File: src/lpht_ram.sv
// generic simple dual port ram (one write port, one read port) with registered read
module lpht_ram #(
  parameter int Width = 8,
  parameter int Depth = 16
) (
  input  logic                     clk,
  input  logic                     we,
  input  logic [$clog2(Depth)-1:0] waddr,
  input  logic [Width-1:0]         wdata,
  input  logic [$clog2(Depth)-1:0] raddr,
  output logic [Width-1:0]         rdata
);
  logic [Width-1:0] mem [Depth];
  always_ff @(posedge clk) begin
    if (we) mem[waddr] <= wdata;
    rdata <= mem[raddr];
  end
endmodule

File: config.mk
export PLATFORM = sky130hd
export DESIGN_NAME = lpht_ram
export DESIGN_NICKNAME = d
export VERILOG_FILES = /design/src/lpht_ram.sv
export SDC_FILE = /design/constraint.sdc
export NUM_CORES = 1
export LEC_CHECK = 0
export BUFFER_PORTS_ARGS = -buffer_cell sky130_fd_sc_hd__buf_2
export CAP_MARGIN = 20
export CORE_MARGIN = 2
export CORE_UTILIZATION = 45
export DETAILED_ROUTE_END_ITERATION = 8
export PLACE_DENSITY_LB_ADDON = 0.2
export SLEW_MARGIN = 20
export SYNTH_ARGS = -nofsm -noshare
export SYNTH_HDL_FRONTEND = slang
export SYNTH_SLANG_ARGS = --single-unit
File: constraint.sdc
create_clock -name clk -period 1.8 [get_ports clk]
set_input_delay 0.27 -clock clk [delete_from_list [all_inputs] [get_ports clk]]
set_output_delay 0.27 -clock clk [all_outputs]
set_load 0.005 [all_outputs]
==> impl_summary.log <==
INFO  metric post_cts_hold_buffer_count = 0
INFO  metric synth_top_family_by_area = multiplexers
INFO  metric fin_crit_sh = 0.744
INFO  metric cts.sink_count = about 140
INFO  metric reg2reg_depth = 3
INFO  metric async_flop_share = 0
INFO  metric antenna_violations_before_repair = 0
INFO  metric antenna_violating_nets_post_route = 0
INFO  metric clock_path_buffers = 2
INFO  metric post-cts-setup-buffer-count = 0
INFO  metric globalRouteTotalUtil = 0.168
INFO  metric syn-cell-area = slightly above 5000 um2
INFO  metric placeableCoreArea = between 10,000 and 15,000 um2
INFO  metric num_antenna_cells = 0
INFO  metric synth_warnings = 0
INFO  metric timing.setup.critical_path_class = register to register
INFO  metric critPathLaunchType = register
INFO  metric 1st_pass_router_iterations = 4
INFO  metric synthCells = 229
INFO  metric postSynth.topFlopCell = sky130_fd_sc_hd__edfxtp_1
INFO  metric timing.final.max_slew_violations = 0
INFO  metric largest_net_degree_at_the_start_of_global_routing = 33
INFO  metric outcome = finished, final reports clean
INFO  metric layout.filler_cells = 889
INFO  metric cts.reportedPaths.clkPinSlew = roughly 60 ps
INFO  metric yosys.area_share.xor_xnor = 0
INFO  metric place.port_buffers = 25
INFO  metric tritoncts.num_buffers = 17
INFO  metric fin_util = 0.540
INFO  metric skew = 5.91 ps
INFO  metric slack_of_the_worst_reg_to_reg_path = 460 ps
INFO  metric powerDensity = 1150 nW/um2
INFO  metric mux_share_of_post_synthesis_cell_area = 0.150
INFO  metric max_cap_viol_count = 0
INFO  metric synth_compound_area_frac = 0.0233
INFO  metric effective_utilization_at_floorplan = 0.457
INFO  metric max_slew_margin = 0.735
INFO  metric drt_wl_total = roughly 9.4 mm
INFO  metric synth-edff-count = 128
INFO  metric globalRoute.totalOverflow = 0
INFO  metric number_of_global_route_vias_before_repair = 2,525
INFO  metric clock_tree.root_cell = sky130_fd_sc_hd__clkbuf_16
INFO  metric synth_nets = 247
INFO  metric unrepaired_setup_endpoints_after_global_routing = no
INFO  metric area_growth = 18.3%
INFO  metric dpl.hpwl = 5.99 mm
INFO  metric routed_via_density = between 5 and 6
INFO  metric post_cts_resize_count = 0
INFO  metric grt_first_pass_wirelength = 14.7 mm
INFO  metric total_leakage_power = 2.08 nW
INFO  metric die_x = 111 um
INFO  metric layout.cells.non_filler = 440
INFO  metric post_synthesis_average_cell_area = 22.5 um2
INFO  metric worstHoldStart = wdata[3]
INFO  metric htreeDepth = 4
INFO  metric regToRegStartpoint = mem[1][2]$_DFFE_PP_
INFO  metric synth_adder_area_share = 0
INFO  metric cts_tree = done
INFO  metric synth-simple-area-share = 0.0318
INFO  metric fin_crit = 1340 ps
INFO  metric num_vias = between 2,000 and 2,500
INFO  metric synth_area_leader_cell = sky130_fd_sc_hd__edfxtp_1
INFO  metric cp_data_required_time = ~2100 ps
INFO  metric hold_depth = 1
INFO  metric die_area = approximately 12,000 um2
INFO  metric drive_gt1_frac = 0.313
INFO  metric post_synth_main_area_contributors = sky130_fd_sc_hd__edfxtp_1 75%, sky130_fd_sc_hd__mux4_2 7.9%, sky130_fd_sc_hd__mux4_1 7.1%, sky130_fd_sc_hd__dfxtp_1 3.1%, sky130_fd_sc_hd__a22oi_1 2.3%
INFO  metric gpl.final_weighted_congestion = slightly above 0.7
INFO  metric top_cell_type_s_share_of_synthesized_area = 0.747
INFO  metric net_count_of_the_finished_layout = approximately 300
INFO  metric place.detailed.instances = 408
INFO  metric clock_latency_of_the_later_clocked_register_in_the_worst_skew_pair = 400 ps
INFO  metric die_y = 111 um
INFO  metric total_of_flip_flops_plus_latches_after_synthesis = between 100 and 150
INFO  metric cp-end-kind = register
INFO  metric top_level_ports = 26
INFO  metric worstPathArrival = 1620 ps
INFO  metric drc_errors = 0
INFO  metric capture_endpoint_of_the_worst_hold_path = mem[6][3]$_DFFE_PP_
INFO  metric hold_path_class = input port to register
INFO  metric worst-slew-pin-transition = 397 ps
INFO  metric crit_path_max_fanout = 1
INFO  metric routedWlPerCell = 21.4 um
INFO  metric placement_rows = 39
INFO  metric finalHoldViolations = 0
INFO  metric ys_seq_area_frac = 0.778
INFO  metric timing.fmax = 0.747 GHz
INFO  metric setup_viol = 0
INFO  metric setup_total_negative_slack = 0 ps
INFO  metric irDropWorstVdd = 483 uV
INFO  metric initialDrtViolationCount = 140
INFO  metric worst_r2r_endpoint = rdata[2]$_DFF_P_
INFO  metric yosys.cell_types.count = 19
[cell type report]
type / instances / area, um2 / area share
clock inverter: 10 / 78.8 / 0.0129
tap: 143 / 179 / 0.0294
timing repair buffer: 46 / 308 / 0.0505
sequential: 136 / 4000 / 0.657
clock buffer: 22 / 464 / 0.0762
multi-input combinational: 83 / 1060 / 0.174
[synthesized netlist by cell type, types with 2 or more instances]
master,n
sky130_fd_sc_hd__edfxtp_1,128
sky130_fd_sc_hd__mux4_2,18
sky130_fd_sc_hd__a22oi_1,16
sky130_fd_sc_hd__mux4_1,14
sky130_fd_sc_hd__nor2_1,13
sky130_fd_sc_hd__nand2_1,9
sky130_fd_sc_hd__dfxtp_1,8
sky130_fd_sc_hd__nor3_1,4
sky130_fd_sc_hd__buf_2,3
sky130_fd_sc_hd__buf_6,3
sky130_fd_sc_hd__clkdlybuf4s25_2,3
sky130_fd_sc_hd__nand2b_1,2
sky130_fd_sc_hd__nand3b_1,2
[routing by layer]
layer	vias to the layer above	global-route usage	routed length (um)
met5	-	0	0
met4	0	0.0750	104
met3	8	0.0416	382
met2	57	0.261	4680
met1	1227	0.226	4260
li1	1083	-	-
[cells by family (layout without fill, tap and decap cells)]
family                 count (synthesis)  count (layout)
buffers and inverters                 10              78
DFF                                  136             136
AOI/OAI and AO/OA                     16              16
and+or+nand+nor                       35              35
muxes                                 32              32
[flip-flops by register name (all words and copies together) (netlist names)]
register,cells
rdata,8
mem,128
[worst max-delay path, stage by stage, from the launching register on]
cell,delay (ps)
sky130_fd_sc_hd__edfxtp_1,360
sky130_fd_sc_hd__mux4_1,500
sky130_fd_sc_hd__a22oi_1,280
sky130_fd_sc_hd__nand2_1,80
[how the worst max path moves through the flow]
stage,cells after the start,end,start
finish,3,rdata[2]$_DFF_P_,mem[1][2]$_DFFE_PP_
global route,3,rdata[2]$_DFF_P_,mem[5][2]$_DFFE_PP_
CTS,3,rdata[2]$_DFF_P_,mem[1][2]$_DFFE_PP_
detailed placement,5,rdata[2]$_DFF_P_,raddr[0]
global placement,5,rdata[2]$_DFF_P_,raddr[0]
floorplan,2,mem[0][0]$_DFFE_PP_,waddr[2]
[cell usage in the layout (no fill, tap or decap), types with 3 or more instances in the layout]
cell type,Yosys,routed
sky130_fd_sc_hd__mux4_2,18,18
sky130_fd_sc_hd__dfxtp_1,8,8
sky130_fd_sc_hd__a22oi_1,16,16
sky130_fd_sc_hd__buf_4,1,19
sky130_fd_sc_hd__nor3_1,4,4
sky130_fd_sc_hd__clkbuf_1,0,3
sky130_fd_sc_hd__clkinv_2,0,6
sky130_fd_sc_hd__nand2_1,9,9
sky130_fd_sc_hd__mux4_1,14,14
sky130_fd_sc_hd__buf_2,3,25
sky130_fd_sc_hd__clkbuf_16,0,17
sky130_fd_sc_hd__nor2_1,13,13
sky130_fd_sc_hd__edfxtp_1,128,128
[stage by stage]
stage	cell area [um2]	hold WS [ps]	setup WS [ps]	power (mW)
detailed placement	5550	653	107	3.95
floorplan	5150	369	37.1	3.80
finish	6090	244	461	7.00
global route	6090	251	382	7.26
CTS	6090	233	441	7.07
global placement	5550	651	122	3.95
[power by group]
| part | internal (mW) | switching, mW |
|---|---|---|
| Clock | 1.95 | 1.16 |
| Sequential | 3.54 | 0.0182 |
| Combinational | 0.145 | 0.179 |
| Total | 5.64 | 1.36 |
Power figures use the tool's default switching activity.
