<file path="src/lpht_pkg.sv">
// package for the linear probe hash table: sizes, codes and entry layout
package lpht_pkg;
  localparam int Capacity = 1024;
  localparam int IdxW = $clog2(Capacity);
  localparam int CntW = $clog2(Capacity + 1);
  localparam int HashW = 64;
  localparam int WordW = 32;
  localparam int EntW = 2 + HashW + 2 * WordW;

  localparam logic [1:0] MODE_INSERT = 2'd0;
  localparam logic [1:0] MODE_LOOKUP = 2'd1;
  localparam logic [1:0] MODE_REMOVE = 2'd2;
  localparam logic [1:0] MODE_READ = 2'd3;

  localparam logic [1:0] ST_OK = 2'd0;
  localparam logic [1:0] ST_MISS = 2'd1;
  localparam logic [1:0] ST_FULL = 2'd2;

  typedef struct packed {
    logic occ;
    logic col;
    logic [HashW-1:0] hash;
    logic [WordW-1:0] key;
    logic [WordW-1:0] size;
  } entry_t;
endpackage

</file>
<file path="src/lpht_mod.sv">
// iterative 64 bit by 11 bit remainder, one quotient bit per cycle
module lpht_mod (
  input  logic                       clk,
  input  logic                       rst_n,
  input  logic                       start,
  input  logic [63:0]                dividend,
  input  logic [lpht_pkg::CntW-1:0]  divisor,
  output logic                       done,
  output logic [lpht_pkg::CntW-1:0]  rem
);
  import lpht_pkg::*;
  logic [63:0] q_r;
  logic [CntW:0] rem_r;
  logic [6:0] cnt_r;
  logic busy_r;
  logic [CntW:0] sh;
  logic [CntW:0] dv;
  always_comb begin
    sh = {rem_r[CntW-1:0], q_r[63]};
    dv = {1'b0, divisor};
  end
  always_ff @(posedge clk) begin
    if (!rst_n) begin
      busy_r <= 1'b0;
      done <= 1'b0;
    end else begin
      if (start) begin
        busy_r <= 1'b1;
        done <= 1'b0;
        q_r <= dividend;
        rem_r <= '0;
        cnt_r <= '0;
      end else if (busy_r) begin
        q_r <= {q_r[62:0], 1'b0};
        rem_r <= (sh >= dv) ? sh - dv : sh;
        cnt_r <= cnt_r + 7'd1;
        done <= (cnt_r == 7'd63);
        if (cnt_r == 7'd63) busy_r <= 1'b0;
      end else begin
        done <= 1'b0;
      end
    end
  end
  assign rem = rem_r[CntW-1:0];
endmodule

</file>
<file path="config.mk">
export PLATFORM = sky130hd
export DESIGN_NAME = lpht_mod
export DESIGN_NICKNAME = d
export VERILOG_FILES = /design/src/lpht_pkg.sv /design/src/lpht_mod.sv
export SDC_FILE = /design/constraint.sdc
export NUM_CORES = 1
export LEC_CHECK = 0
export ABC_AREA = 0
export BUFFER_PORTS_ARGS = -buffer_cell sky130_fd_sc_hd__buf_4
export CAP_MARGIN = 20
export CORE_ASPECT_RATIO = 0.6
export CORE_MARGIN = 1
export CORE_UTILIZATION = 36
export DETAILED_ROUTE_END_ITERATION = 10
export PLACE_DENSITY = 0.67
export RECOVER_POWER = 50
export REMOVE_ABC_BUFFERS = 1
export SYNTH_ARGS = -nofsm -noshare
export SYNTH_HDL_FRONTEND = slang
export SYNTH_SLANG_ARGS = --single-unit
</file>
<file path="constraint.sdc">
create_clock -name clk -period 5.61 [get_ports clk]
set_input_delay 0.2805 -clock clk [delete_from_list [all_inputs] [get_ports clk]]
set_output_delay 0.2805 -clock clk [all_outputs]
set_load 0.02 [all_outputs]
</file>
==> results <==
- TritonCTS built the clock tree.
- After detailed routing, the number of vias per cell comes to 5.07.
- The area added between synthesis and finish is 25.7%.
- The setup-violating endpoint count in the final report is 0.
- The floorplan step set the die width to 140 um.
- The remaining antenna violation count is 0.
- The worst clock skew on the final layout is around 7.9 ps.
- For hold timing, the worst endpoint is done.
- The worst hold path passes through 2 cells.
- Buffers added to address setup during post-CTS repair amount to 0.
- The number of antenna violations at the first check in global routing was 0.
- The number of slew-limit violations in the final report was between 100 and 150.
- The checks that failed: capacitance limit, slew limit.
- Yosys mapped a number of flops with a built-in enable equal to 82.
- The register clock-pin slew on the reported worst setup and hold paths is 60 ps.
- The count of mapped cells out of synthesis is 292.
- In this run the worst path has a maximum fanout of 83.
- The setup check on the worst reg-to-reg path leaves a slack of approximately 3000 ps.
- The number of top-level pins is 90.
- Counting along the longest clock path gives a buffer depth of 2.
- In this run the worst hold path is classified as in -> reg.
- In this run the number of H-tree levels came out at 3.
- The share of synthesized area in the top cell type comes to 0.598.
- The number of global-route vias before repair is 2600.
- The floorplan step set the die height to 84.9 um.
- The routed design has 7.94 mm of wire.
- For this design the static power due to leakage is 0.00198 uW.
- The final setup TNS is 0 ps.
- The startpoint identified for the worst register-to-register timing path is q_r[63].
- The floorplan step defined a core boundary enclosing 10800 um^2.
- The detailed-route via count is about 2.7k.
- At the worst endpoint, the arrival time is 3190 ps.
- The total power density per cell area is 308 nW/um^2.
- Detailed placement finished with a half-perimeter wire length of 5.31 mm.
- The depth of the worst register-to-register path is 9.
- The kind of start point of the critical path is a primary input.
- The proportion of layout cells with a drive suffix above 1 is 0.407.
- The critical path in this run is classified as in -> reg.
- At the end of the flow the core is filled with cells to 0.477.
- In the synthesized netlist the dominant register cell turns out to be sky130_fd_sc_hd__edfxtp_1.
- The first global-routing pass estimated 12.7 mm of wire.
- The worst setup path is captured at a flip-flop.
- For the worst-skew pair, the clock arrives at the later sink with an insertion delay of 330 ps.
- The post-synthesis cell area is 4120 um^2.
- By area the synthesized netlist is led by sky130_fd_sc_hd__edfxtp_1 60%, sky130_fd_sc_hd__mux2_2 17%, sky130_fd_sc_hd__ha_1 3.6%.
- The worst hold path begins at rst_n.
- For the worst setup path, the data required time is 5520 ps.
- The initial cell density of the core is 0.380.
- The average instance area after synthesis is ~14 um^2.
- The number of hold-slack violations in the final timing report is 0.
- The maximum clock rate is approximately 300 MHz.
- Row generation in the floorplan step produced 29 rows.
- Setup repair after global routing left no endpoint under its margin.
- 0 antenna diodes ended up in the layout.
- The maximum number of pins on one net before global-route repair is 84.
- Counting flops with an async set or reset pin after synthesis yields a share of 0.
- The transition at the pin with the smallest max-transition slack is 2100 ps.
- In this run, distinct cell masters in the synthesized netlist total 41.
- For this block, the initial DRC count from the detailed router was 167.
- The cell sitting at the root of the clock tree is a sky130_fd_sc_hd__clkbuf_16.
- The run finished, with violations left.
- For this run, the number of Yosys warnings is 0.
- The post-CTS resize count is 0.
- VDD sags by at most about 0.00014 V.
- The sequential area share after synthesis is 0.607.
- The endpoint identified for the worst register-to-register timing path is rem_r[4].
- The count of buffers added on input and output ports is 89.
- For this run, the total global-route usage over all layers was measured as 0.138.
- The clock drives 84 sinks.
- Dividing the final minimum period by the clock period gives 0.585.
- The smallest clock period supported by the final layout is computed as 3280 ps.
- The clock buffer count from CTS is 9.
- The max-cap check violation count is 2.
- The average routed wire per standard cell is 15.1 um.
- For this design, the CTS-stage hold fixing added 0 buffers.
- Headroom to the max-slew limit came out at -0.402.
- The overall die area is 11900 um^2.
- The aggregate global routing overflow is 0.
- The top cell type by total area after synthesis is sky130_fd_sc_hd__edfxtp_1.
- In the routed design, unresolved DRC markers number 0.
- After the last flow step, the layout net total stands at 474.
- The final weighted congestion of routability-driven global placement is 0.779.
- The register bit count reported by yosys is 84.
- The detailed-router iteration count before antenna repair is 4.
## cell families after synthesis
logic type,Yosys count,share of synthesized area
flip-flops,84,0.607
multiplexers,63,0.172
AND/OR/NAND/NOR,60,0.0750
AO/OA/AOI/OAI,41,0.0680
buffers and inverters,26,0.0255
adder cells (fa/ha/maj),13,0.0413
XOR/XNOR,5,0.0106
## where the power goes
group          internal (uW)  total, uW  switching, uW
Sequential               749        767           17.6
Combinational            121        245            124
Clock                    342        582            239
Total                   1210       1590            381
## final cells by class
class,instances,area (um^2)
clock buffers,9,225
clock inverters,7,67.6
fillers,977,5670
inverters,15,56.3
multi-input cells,182,1520
flip-flops and latches,84,2500
well taps,139,174
repair buffers,91,632
## routing by layer
layer / track usage / routed length [um] / up-vias
met1: 0.188 / 3780 / 1287
li1: - / - / 1289
met4: 0.0380 / 62 / 0
met3: 0.0649 / 762 / 7
met2: 0.196 / 3330 / 91
met5: 0 / 0 / -
## how the worst max path moves through the flow
| stage | to | depth (start not counted) | start |
|---|---|---|---|
| 5_1_grt | q_r[20] | 3 | start |
| 2_1_floorplan | cnt_r[0] | 1 | busy_r |
| 4_1_cts | rem_r[4] | 9 | q_r[63] |
| 3_3_place_gp | rem_r[6] | 9 | divisor[0] |
| 6_report | q_r[56] | 3 | start |
| 3_5_place_dp | rem_r[4] | 9 | divisor[0] |
## state kept, by name, summed over array words and instances, names as in the netlist
signal and count:
cnt_r 7, rem_r 11, q_r 64, done 1
busy_r 1
## critical path, stage by stage
cell and delay, ps:
sky130_fd_sc_hd__clkbuf_1 1100, sky130_fd_sc_hd__o21a_4 260, sky130_fd_sc_hd__clkbuf_2 1500
## per-stage QoR
step                instances  hold slack (ps)  cell area, um^2  total power [uW]  worst slack, ps
finish                    527              210             5180              1590             2330
detailed placement        511              494             4940              1030             2980
global route              527              207             5180              1660             1990
floorplan                 281              433             4070               930             2980
CTS                       527              197             5230              1620             3000
global placement          511              480             4940              1020             3140
## cell usage in the layout (no fill, tap or decap), types with 2 or more instances in the layout
master,count
sky130_fd_sc_hd__edfxtp_1,82
sky130_fd_sc_hd__buf_4,77
sky130_fd_sc_hd__mux2_2,60
sky130_fd_sc_hd__nor2_1,17
sky130_fd_sc_hd__inv_1,15
sky130_fd_sc_hd__clkbuf_1,13
sky130_fd_sc_hd__a21oi_1,12
sky130_fd_sc_hd__ha_1,12
sky130_fd_sc_hd__nand2_1,9
sky130_fd_sc_hd__clkbuf_16,9
sky130_fd_sc_hd__o21ai_0,6
sky130_fd_sc_hd__nor3_1,6
sky130_fd_sc_hd__nand3_1,5
sky130_fd_sc_hd__o21a_1,5
sky130_fd_sc_hd__or3_1,4
sky130_fd_sc_hd__mux2_1,3
sky130_fd_sc_hd__xor2_1,3
sky130_fd_sc_hd__nor2b_1,3
sky130_fd_sc_hd__a21oi_2,3
sky130_fd_sc_hd__nand4_1,3
sky130_fd_sc_hd__a211oi_1,3
sky130_fd_sc_hd__xnor2_1,2
sky130_fd_sc_hd__nand3b_1,2
sky130_fd_sc_hd__o31a_1,2
sky130_fd_sc_hd__a21o_1,2
sky130_fd_sc_hd__nand2b_1,2
sky130_fd_sc_hd__a311oi_1,2
sky130_fd_sc_hd__and3_1,2
sky130_fd_sc_hd__dfxtp_1,2
sky130_fd_sc_hd__clkinv_1,2
sky130_fd_sc_hd__clkinv_4,2
## synthesized netlist by cell type (3+ instances only)
cell type / instances
sky130_fd_sc_hd__nor3_1: 6
sky130_fd_sc_hd__nand2_1: 9
sky130_fd_sc_hd__nand4_1: 3
sky130_fd_sc_hd__nand3_1: 5
sky130_fd_sc_hd__inv_1: 15
sky130_fd_sc_hd__ha_1: 12
sky130_fd_sc_hd__edfxtp_1: 82
sky130_fd_sc_hd__nor2_1: 17
sky130_fd_sc_hd__a21oi_2: 3
sky130_fd_sc_hd__a211oi_1: 3
sky130_fd_sc_hd__buf_1: 8
sky130_fd_sc_hd__nor2b_1: 3
sky130_fd_sc_hd__xor2_1: 3
sky130_fd_sc_hd__o21a_1: 6
sky130_fd_sc_hd__o21ai_0: 6
sky130_fd_sc_hd__mux2_2: 63
sky130_fd_sc_hd__or3_1: 4
sky130_fd_sc_hd__a21oi_1: 12
(Power assumes the default switching activity.)
